### src/hw/rtl/fpdf_pkg.sv
package fpdf_pkg;

  // packet type codes
  localparam logic [7:0] PKT_HEARTBEAT        = 8'd7;
  localparam logic [7:0] PKT_UNICAST_STRING   = 8'd8;
  localparam logic [7:0] PKT_UNICAST_NUMBER   = 8'd9;
  localparam logic [7:0] PKT_BROADCAST_STRING = 8'd10;
  localparam logic [7:0] PKT_BROADCAST_NUMBER = 8'd11;

  // configuration register indexes
  localparam int unsigned CFG_INDEX_W = 8;
  localparam logic [CFG_INDEX_W-1:0] CFG_OWN_ADDRESS     = 8'd0;
  localparam logic [CFG_INDEX_W-1:0] CFG_KEEP_TIME_MS    = 8'd1;
  localparam logic [CFG_INDEX_W-1:0] CFG_MAX_HOPS        = 8'd2;
  localparam logic [CFG_INDEX_W-1:0] CFG_FORWARD_PERCENT = 8'd3;

  // configuration reset values
  localparam logic [31:0] RST_OWN_ADDRESS     = 32'd0;
  localparam logic [15:0] RST_KEEP_TIME_MS    = 16'd7000;
  localparam logic [7:0]  RST_MAX_HOPS        = 8'd1;
  localparam logic [6:0]  RST_FORWARD_PERCENT = 7'd90;

  // delivery codes
  localparam logic [1:0] DELIVER_NONE   = 2'd0;
  localparam logic [1:0] DELIVER_STRING = 2'd1;
  localparam logic [1:0] DELIVER_NUMBER = 2'd2;

  // resend lengths in bytes
  localparam logic [8:0] LEN_HEADER = 9'd11;
  localparam logic [8:0] LEN_STRING = 9'd12;
  localparam logic [8:0] LEN_NUMBER = 9'd15;

  localparam int unsigned COUNT_OUT_W = 5;

  typedef enum logic [1:0] {
    ST_IDLE,
    ST_WALK,
    ST_FIN
  } fpdf_state_t;

  // token that walks the cell row, one cell per cycle
  typedef struct packed {
    logic go;
    logic hit;
    logic newer;
    logic free_seen;
  } fpdf_token_t;

  // item fields seen by every cell
  typedef struct packed {
    logic        sweep;
    logic [31:0] origin;
    logic [31:0] now_ms;
    logic [7:0]  message_id;
    logic [15:0] keep_time_ms;
  } fpdf_bcast_t;

  // table update strobes
  typedef struct packed {
    logic sweep;
    logic update;
    logic insert;
  } fpdf_commit_t;

endpackage

### src/hw/rtl/fpdf_cell.sv
module fpdf_cell #(
  parameter int unsigned CNT_W = 5
) (
  input  logic                 clk,
  input  logic                 rst_n,
  input  fpdf_pkg::fpdf_bcast_t  bcast,
  input  fpdf_pkg::fpdf_commit_t commit,
  input  fpdf_pkg::fpdf_token_t  tok_in,
  input  logic [CNT_W-1:0]     cnt_in,
  output fpdf_pkg::fpdf_token_t  tok_out,
  output logic [CNT_W-1:0]     cnt_out
);

  logic        valid_r;
  logic        valid_nxt;
  logic [31:0] addr_r;
  logic [31:0] seen_r;
  logic [7:0]  id_r;
  logic        first_free_r;
  fpdf_pkg::fpdf_token_t tok_r;
  fpdf_pkg::fpdf_token_t tok_nxt;
  logic [CNT_W-1:0] cnt_r;

  logic        match;
  logic        newer;
  logic        expired;
  logic        counted;
  logic [31:0] expiry;
  logic        take_insert;

  // local compares against the current item
  always_comb begin
    match       = valid_r && (addr_r == bcast.origin);
    newer       = bcast.message_id > id_r;
    expiry      = seen_r + {16'd0, bcast.keep_time_ms};
    expired     = valid_r && (expiry < bcast.now_ms);
    counted     = bcast.sweep ? (valid_r && !expired) : valid_r;
    take_insert = commit.insert && first_free_r;
  end

  // token picks up this cell's findings
  always_comb begin
    tok_nxt.go        = tok_in.go;
    tok_nxt.hit       = tok_in.hit | match;
    tok_nxt.newer     = tok_in.newer | (match && newer);
    tok_nxt.free_seen = tok_in.free_seen | !valid_r;
  end

  // entry valid next value
  always_comb begin
    valid_nxt = valid_r;
    if (commit.sweep && expired) begin
      valid_nxt = 1'b0;
    end
    if (take_insert) begin
      valid_nxt = 1'b1;
    end
  end

  // entry valid state
  always_ff @(posedge clk) begin
    if (!rst_n) begin
      valid_r <= 1'b0;
    end else begin
      valid_r <= valid_nxt;
    end
  end

  // token and count hand-off
  always_ff @(posedge clk) begin
    if (!rst_n) begin
      tok_r.go <= 1'b0;
    end else begin
      tok_r.go <= tok_nxt.go;
    end
    if (tok_in.go) begin
      tok_r.hit       <= tok_nxt.hit;
      tok_r.newer     <= tok_nxt.newer;
      tok_r.free_seen <= tok_nxt.free_seen;
      cnt_r           <= cnt_in + CNT_W'(counted);
      first_free_r    <= !valid_r && !tok_in.free_seen;
    end
  end

  // entry contents
  always_ff @(posedge clk) begin
    if (take_insert) begin
      addr_r <= bcast.origin;
      seen_r <= bcast.now_ms;
      id_r   <= bcast.message_id;
    end else if (commit.update && match) begin
      seen_r <= bcast.now_ms;
      id_r   <= bcast.message_id;
    end
  end

  assign tok_out = tok_r;
  assign cnt_out = cnt_r;

endmodule

### src/hw/rtl/flood_packet_dedup_filter.sv
// Flood packet de-duplication filter. Each input beat is a parsed radio packet
// header or a sweep command and yields exactly one result beat. Sender entries
// live in a row of MEMBER_SLOTS cells; a token walks the row one cell per
// cycle, collecting sender hit, newer-id, first free slot and member count,
// and the table is then updated as the result is issued. A new item is
// accepted only while the block is idle: in_stall is held through the token
// walk through the cell row and while a stalled result waits.
// The table is empty after reset with no clearing pass. Configuration is
// always ready and must be written only while the block is idle.
module flood_packet_dedup_filter #(
  parameter int unsigned MEMBER_SLOTS = 16
) (
  input  logic        clk,
  input  logic        rst_n,
  // configuration
  input  logic        cfg_valid,
  output logic        cfg_ready,
  input  logic [7:0]  cfg_index,
  input  logic [31:0] cfg_data,
  // input channel
  input  logic        in_valid,
  output logic        in_stall,
  input  logic        in_command,
  input  logic [31:0] in_now_ms,
  input  logic [7:0]  in_packet_type,
  input  logic [7:0]  in_message_id,
  input  logic [31:0] in_origin_address,
  input  logic [31:0] in_target_address,
  input  logic [7:0]  in_hop_count,
  input  logic [7:0]  in_text_length,
  input  logic        in_name_matches,
  input  logic [6:0]  in_random_percent,
  // result channel
  output logic        out_valid,
  input  logic        out_stall,
  output logic [1:0]  out_deliver_kind,
  output logic        out_forward,
  output logic [7:0]  out_forward_hops,
  output logic [8:0]  out_forward_length,
  output logic        out_table_full,
  output logic [4:0]  out_member_count
);

  localparam int unsigned CNT_W = $clog2(MEMBER_SLOTS + 1);
  localparam int unsigned SUM_W = (CNT_W > fpdf_pkg::COUNT_OUT_W) ? CNT_W :
                                  fpdf_pkg::COUNT_OUT_W;

  // configuration registers
  logic [31:0] own_address_r;
  logic [15:0] keep_time_ms_r;
  logic [7:0]  max_hops_r;
  logic [6:0]  forward_percent_r;

  // item registers
  logic        command_r;
  logic [31:0] now_ms_r;
  logic [7:0]  packet_type_r;
  logic [7:0]  message_id_r;
  logic [31:0] origin_r;
  logic [31:0] target_r;
  logic [7:0]  hop_count_r;
  logic [7:0]  text_length_r;
  logic        name_matches_r;
  logic [6:0]  random_percent_r;

  // control
  fpdf_pkg::fpdf_state_t state_r;
  fpdf_pkg::fpdf_state_t state_nxt;
  logic        in_accept;
  logic        out_free;
  logic        fin_go;
  logic        start_r;

  // walk results
  logic             hit_r;
  logic             newer_r;
  logic             free_r;
  logic [CNT_W-1:0] count_r;

  // cell row wiring
  fpdf_pkg::fpdf_token_t  tok   [MEMBER_SLOTS+1];
  logic [CNT_W-1:0]       cnt   [MEMBER_SLOTS+1];
  fpdf_pkg::fpdf_bcast_t  bcast;
  fpdf_pkg::fpdf_commit_t commit;

  // decision logic
  logic        pkt;
  logic        hb;
  logic        insert;
  logic        full;
  logic        data_ok;
  logic        to_me;
  logic        want_fwd;
  logic        fwd;
  logic [1:0]  deliver;
  logic [8:0]  fwd_len;
  logic [SUM_W-1:0] count_sum;

  // result registers
  logic        out_valid_r;
  logic [1:0]  deliver_r;
  logic        forward_r;
  logic [7:0]  forward_hops_r;
  logic [8:0]  forward_length_r;
  logic        table_full_r;
  logic [4:0]  member_count_r;

  assign cfg_ready = 1'b1;
  assign in_stall  = (state_r != fpdf_pkg::ST_IDLE);
  assign in_accept = in_valid && !in_stall;
  assign out_free  = !out_valid_r || !out_stall;

  // configuration writes
  always_ff @(posedge clk) begin
    if (!rst_n) begin
      own_address_r     <= fpdf_pkg::RST_OWN_ADDRESS;
      keep_time_ms_r    <= fpdf_pkg::RST_KEEP_TIME_MS;
      max_hops_r        <= fpdf_pkg::RST_MAX_HOPS;
      forward_percent_r <= fpdf_pkg::RST_FORWARD_PERCENT;
    end else if (cfg_valid && cfg_ready) begin
      unique case (cfg_index)
        fpdf_pkg::CFG_OWN_ADDRESS:     own_address_r     <= cfg_data;
        fpdf_pkg::CFG_KEEP_TIME_MS:    keep_time_ms_r    <= cfg_data[15:0];
        fpdf_pkg::CFG_MAX_HOPS:        max_hops_r        <= cfg_data[7:0];
        fpdf_pkg::CFG_FORWARD_PERCENT: forward_percent_r <= cfg_data[6:0];
        default: begin
        end
      endcase
    end
  end

  // capture the input beat
  always_ff @(posedge clk) begin
    if (in_accept) begin
      command_r        <= in_command;
      now_ms_r         <= in_now_ms;
      packet_type_r    <= in_packet_type;
      message_id_r     <= in_message_id;
      origin_r         <= in_origin_address;
      target_r         <= in_target_address;
      hop_count_r      <= in_hop_count;
      text_length_r    <= in_text_length;
      name_matches_r   <= in_name_matches;
      random_percent_r <= in_random_percent;
    end
  end

  // state register and token launch
  always_ff @(posedge clk) begin
    if (!rst_n) begin
      state_r <= fpdf_pkg::ST_IDLE;
      start_r <= 1'b0;
    end else begin
      state_r <= state_nxt;
      start_r <= in_accept;
    end
  end

  // next state
  always_comb begin
    state_nxt = state_r;
    fin_go    = 1'b0;
    unique case (state_r)
      fpdf_pkg::ST_IDLE: begin
        if (in_valid) begin
          state_nxt = fpdf_pkg::ST_WALK;
        end
      end
      fpdf_pkg::ST_WALK: begin
        if (tok[MEMBER_SLOTS].go) begin
          state_nxt = fpdf_pkg::ST_FIN;
        end
      end
      fpdf_pkg::ST_FIN: begin
        if (out_free) begin
          fin_go    = 1'b1;
          state_nxt = fpdf_pkg::ST_IDLE;
        end
      end
      default: state_nxt = fpdf_pkg::ST_IDLE;
    endcase
  end

  // broadcast item to the row
  always_comb begin
    bcast.sweep        = command_r;
    bcast.origin       = origin_r;
    bcast.now_ms       = now_ms_r;
    bcast.message_id   = message_id_r;
    bcast.keep_time_ms = keep_time_ms_r;
  end

  // row head
  always_comb begin
    tok[0].go        = start_r;
    tok[0].hit       = 1'b0;
    tok[0].newer     = 1'b0;
    tok[0].free_seen = 1'b0;
    cnt[0]           = '0;
  end

  // cell row
  for (genvar g = 0; g < MEMBER_SLOTS; g++) begin : g_cell
    fpdf_cell #(
      .CNT_W(CNT_W)
    ) u_cell (
      .clk    (clk),
      .rst_n  (rst_n),
      .bcast  (bcast),
      .commit (commit),
      .tok_in (tok[g]),
      .cnt_in (cnt[g]),
      .tok_out(tok[g+1]),
      .cnt_out(cnt[g+1])
    );
  end

  // latch what the token collected
  always_ff @(posedge clk) begin
    if (tok[MEMBER_SLOTS].go) begin
      hit_r   <= tok[MEMBER_SLOTS].hit;
      newer_r <= tok[MEMBER_SLOTS].newer;
      free_r  <= tok[MEMBER_SLOTS].free_seen;
      count_r <= cnt[MEMBER_SLOTS];
    end
  end

  // packet decision
  always_comb begin
    pkt      = !command_r && (origin_r != own_address_r);
    hb       = pkt && (packet_type_r == fpdf_pkg::PKT_HEARTBEAT) && name_matches_r;
    insert   = hb && !hit_r && free_r;
    full     = hb && !hit_r && !free_r;
    data_ok  = pkt && (packet_type_r != fpdf_pkg::PKT_HEARTBEAT) && hit_r && newer_r;
    to_me    = (target_r == own_address_r);
    want_fwd = 1'b0;
    deliver  = fpdf_pkg::DELIVER_NONE;
    fwd_len  = '0;
    if (hb && (!hit_r || newer_r)) begin
      want_fwd = 1'b1;
      fwd_len  = fpdf_pkg::LEN_HEADER;
    end
    if (data_ok) begin
      case (packet_type_r)
        fpdf_pkg::PKT_UNICAST_STRING: begin
          deliver  = to_me ? fpdf_pkg::DELIVER_STRING : fpdf_pkg::DELIVER_NONE;
          want_fwd = !to_me;
          fwd_len  = fpdf_pkg::LEN_STRING + {1'b0, text_length_r};
        end
        fpdf_pkg::PKT_UNICAST_NUMBER: begin
          deliver  = to_me ? fpdf_pkg::DELIVER_NUMBER : fpdf_pkg::DELIVER_NONE;
          want_fwd = !to_me;
          fwd_len  = fpdf_pkg::LEN_NUMBER;
        end
        fpdf_pkg::PKT_BROADCAST_STRING: begin
          deliver  = fpdf_pkg::DELIVER_STRING;
          want_fwd = 1'b1;
          fwd_len  = fpdf_pkg::LEN_STRING + {1'b0, text_length_r};
        end
        fpdf_pkg::PKT_BROADCAST_NUMBER: begin
          deliver  = fpdf_pkg::DELIVER_NUMBER;
          want_fwd = 1'b1;
          fwd_len  = fpdf_pkg::LEN_NUMBER;
        end
        default: begin
        end
      endcase
    end
    fwd = want_fwd && (hop_count_r < max_hops_r) && (random_percent_r < forward_percent_r);
    count_sum = SUM_W'(count_r) + SUM_W'(insert);
  end

  // table update strobes
  always_comb begin
    commit.sweep  = fin_go && command_r;
    commit.update = fin_go && ((hb && hit_r && newer_r) || data_ok);
    commit.insert = fin_go && insert;
  end

  // result register
  always_ff @(posedge clk) begin
    if (!rst_n) begin
      out_valid_r <= 1'b0;
    end else if (fin_go) begin
      out_valid_r <= 1'b1;
    end else if (!out_stall) begin
      out_valid_r <= 1'b0;
    end
  end

  always_ff @(posedge clk) begin
    if (fin_go) begin
      deliver_r        <= deliver;
      forward_r        <= fwd;
      forward_hops_r   <= fwd ? (hop_count_r + 8'd1) : 8'd0;
      forward_length_r <= fwd ? fwd_len : 9'd0;
      table_full_r     <= full;
      member_count_r   <= count_sum[fpdf_pkg::COUNT_OUT_W-1:0];
    end
  end

  assign out_valid          = out_valid_r;
  assign out_deliver_kind   = deliver_r;
  assign out_forward        = forward_r;
  assign out_forward_hops   = forward_hops_r;
  assign out_forward_length = forward_length_r;
  assign out_table_full     = table_full_r;
  assign out_member_count   = member_count_r;

endmodule

### config.mk
export PLATFORM = sky130hd
export DESIGN_NAME = flood_packet_dedup_filter
export DESIGN_NICKNAME = d
export VERILOG_FILES = /design/src/hw/rtl/fpdf_pkg.sv /design/src/hw/rtl/fpdf_cell.sv /design/src/hw/rtl/flood_packet_dedup_filter.sv
export SDC_FILE = /design/constraint.sdc
export NUM_CORES = 2
export LEC_CHECK = 0
export ABC_AREA = 1
export BUFFER_PORTS_ARGS = -buffer_cell sky130_fd_sc_hd__buf_2
export CORE_UTILIZATION = 55
export DETAILED_ROUTE_END_ITERATION = 7
export PLACE_DENSITY_LB_ADDON = 0.05
export REMOVE_ABC_BUFFERS = 1
export SLEW_MARGIN = 0
export SYNTH_ARGS = -nofsm -noshare
export SYNTH_HDL_FRONTEND = slang
export SYNTH_SLANG_ARGS = --single-unit
### constraint.sdc
create_clock -name clk -period 13.6 [get_ports clk]
set_input_delay 1.36 -clock clk [delete_from_list [all_inputs] [get_ports clk]]
set_output_delay 1.36 -clock clk [all_outputs]
set_load 0.005 [all_outputs]
==> results.ini <==
[timing]
hold_slack_ns=0.424
hold_viol_final=0
slew-limit-headroom_pct=11.8
finalWorstSetupSlack_ns=8.20
worst_slew_pin_slew_ns=1.32
setup_tns_ns=0
maxSlewViolCount=0
fin_crit_ns=5.40
fmax_mhz=185
setup_viol=0
skew_ns=0.0587
period_share_pct=39.7
rsz0062_at_grt=no

[pwr]
power_frac_seq_pct=48.9
comb_power_share_pct=6.9
p_leak_nw=40.8
powerDensity_mw_per_mm2=108
ir_worst_vdd_v=0.000146
p_sw_share_pct=23.6
finalPower_mw=10.8
p_sw_mw=2.55
intPower_mw=8.24
power_frac_clock_pct=44.2

[clocking]
cts_buffers=170
cts_root_buf=clkbuf_16
htreeDepth=4
postCtsHoldBufs=0
postCtsSetupBuffers=0
cts_buffer_depth=3
clk_latency_ns=0.86
clock_sinks=1555
cts_resized=0
tritoncts=done
path_clk_slew_ns=0.06

[status]
status=finished clean

[drt]
drt_iter0_drc=6908
drt-pass1-iter-count=6
drcViolationCount=0
drt-total-wl_mm=285
num_vias=67500
drt.antenna.violating_nets=0
wl_per_cell_um=25.0
viasPerCell=5.91

[logic_synthesis]
async_reset_ff_share_pct=0
synthMuxAreaShare_pct=0
yosys.area_share.simple_pct=14.1
synth_top_family_by_area=simple AND/OR/NAND/NOR gates
synthAdderAreaFrac_pct=13.3
syn_area_mm2=0.0892
avgSynthCellArea_um2=10.3
syn_inst=8670
synth_top_area_share_pct=49.0
synth_edf_count=1456
synth_top_area_cell=edfxtp_1
ys_ff_latch=1555
yosys_warnings=0
synth_compound_area_share_pct=9.56
synth.distinct_cells=70
synth_seq_area_share_pct=51.2
synth-xor-area-share_pct=7.14
ys.flop_type=edfxtp_1
synth.area.top_cells=edfxtp_1 (49%), ha_1 (13%), nand2_1 (6.6%), xor2_1 (4.6%), inv_1 (3.8%)

[placed_design]
placedCellCount=11100
dpl_cell_area_mm2=0.0937
hpwl_mm=199
port_buffers=209
place.gp.congestion=0.950
pre_cts_slack_ns=8.25

[cells_and_area]
stdcell_count=11400
fin_util_pct=61.9
stdcell_area_mm2=0.0995
drive_above_1_share_pct=8.39
nNetsFinal=10200
multi_input_area_mm2=0.0394
final_common_cell=nand2_1
final_cell_mix=nand2_1 (1547), edfxtp_1 (1456), ha_1 (926), inv_1 (906), a21oi_1 (652)
fillers=13300
areaGrowthSynthToFinish_pct=11.5
seq_area_mm2=0.0457

[die]
dieArea_mm2=0.164
dieWidth_um=405
io_pins=211
fp-row-count=147
start_util_pct=55.5
die_h_um=405
coreArea_mm2=0.161

[worst_setup_path]
path_max_fanout=16
start_kind=flop
crit_required_ns=14.21
end_kind=flop
critical_path_class=reg -> reg
cp_data_arrival_time_ns=6.01

[grt]
grt_pass1_wl_mm=410
grtUsageTotal_pct=34.5
grt.overflow.total=0
first_global_vias=65800
antenna_found_initial=37
grt_max_degree=76

[run]
cap_viol_max_count=0

[min_path]
hp-class=reg -> reg

layer usage:
layer	share of wire (%)	wire length, um	up-vias	GRT usage, %
li1	-	-	31500	-
met1	41	118000	32400	46.4
met2	45	127000	3012	54.6
met3	9.4	26700	605	6.28
met4	4.8	13600	16	15.6
met5	0.037	105	-	0
final timing paths:
kind,startpoint,end,slack [ns],depth (start not counted)
worst min register to register,g_cell[15].u_cell.cnt_out[2],count_r[2],0.42,0
worst min-delay path,g_cell[15].u_cell.cnt_out[2],count_r[2],0.42,0
worst max-delay path,keep_time_ms_r[0],g_cell[4].u_cell.cnt_out[2],8.20,27
worst max register to register,keep_time_ms_r[0],g_cell[4].u_cell.cnt_out[2],8.20,27
cells in the mapped netlist, types with 7 or more instances:
library cell  instances
a211oi_1             18
a21boi_0             24
a21o_1               22
a21oi_1             652
a221oi_1             22
a22o_1               13
a31oi_1              20
and2_1                7
and3_1               10
buf_2                47
buf_4                13
buf_6                11
clkbuf_1             39
dfxtp_1              99
edfxtp_1           1456
fa_1                 16
ha_1                926
inv_1               913
inv_2                10
nand2_1            1564
nand3_1             298
nand3b_1             15
nand4_1             137
nand4_2              10
nor2_1              515
nor3_1              166
nor3_2               12
nor4_1               93
o2111ai_1            31
o211ai_1             51
o21a_1               43
o21ai_0             419
o21ai_1              35
o21bai_1             39
o221a_2               7
o22ai_1              66
or2_2                59
xnor2_1             255
xor2_1              472
state kept, by name (all words and copies together) (netlist names), 32 cells and up:
register / flops
now_ms_r: 32
target_r: 32
g_cell.u_cell.seen_r: 512
g_cell.u_cell.cnt_out: 70
origin_r: 32
g_cell.u_cell.tok_out: 63
g_cell.u_cell.id_r: 128
own_address_r: 32
g_cell.u_cell.addr_r: 512
critical path, cell delays in order, from the launching register on:
cell	delay [ns]
dfxtp_1	0.33
buf_4	0.32
ha_1	0.23
inv_1	0.06
fa_1	0.40
nand3b_1	0.18
nand2_1	0.13
a21oi_1	0.16
o21ai_1	0.26
nand3_1	0.17
nand2_1	0.18
nand2_1	0.11
nor3_2	0.25
nand2_1	0.09
nand2_1	0.07
nand2_1	0.06
ha_1	0.27
nand2_1	0.07
nor2_1	0.06
nand2_1	0.07
o211ai_1	0.09
a31oi_1	0.64
nand3_1	0.24
nand2_1	0.12
inv_1	0.05
ha_1	0.19
ha_1	0.21
xor2_1	0.15
power by group through the flow:
stage	clock network, mW	registers (mW)	logic [mW]
after floorplan	0	5.43	0.318
after global placement	0	5.38	0.709
after detailed placement	0	5.38	0.726
after CTS	4.82	5.28	0.730
after global routing	5.00	5.28	0.798
final	4.77	5.28	0.742
logic make-up (layout without fill, tap and decap cells):
| logic type | after synthesis | count (layout) |
|---|---|---|
| buffers and inverters | 1041 | 1618 |
| adder cells (fa/ha/maj) | 942 | 942 |
| XOR/XNOR | 727 | 727 |
| AO/OA/AOI/OAI | 1499 | 1499 |
| AND/OR/NAND/NOR | 2905 | 2905 |
| other | 1 | 15 |
| flip-flops | 1555 | 1555 |
final cells by class:
type                            count  share of cell area, %
Sequential cell                  1555                   45.9
Clock buffer                      243                   4.90
Tap cell                         2160                   2.72
Antenna cell                       14                 0.0352
Timing Repair Buffer              378                   2.33
Inverter                          929                   3.53
Multi-Input combinational cell   6074                   39.6
Clock inverter                     68                  0.916
Note: power is estimated with default switching activity, not from simulation.
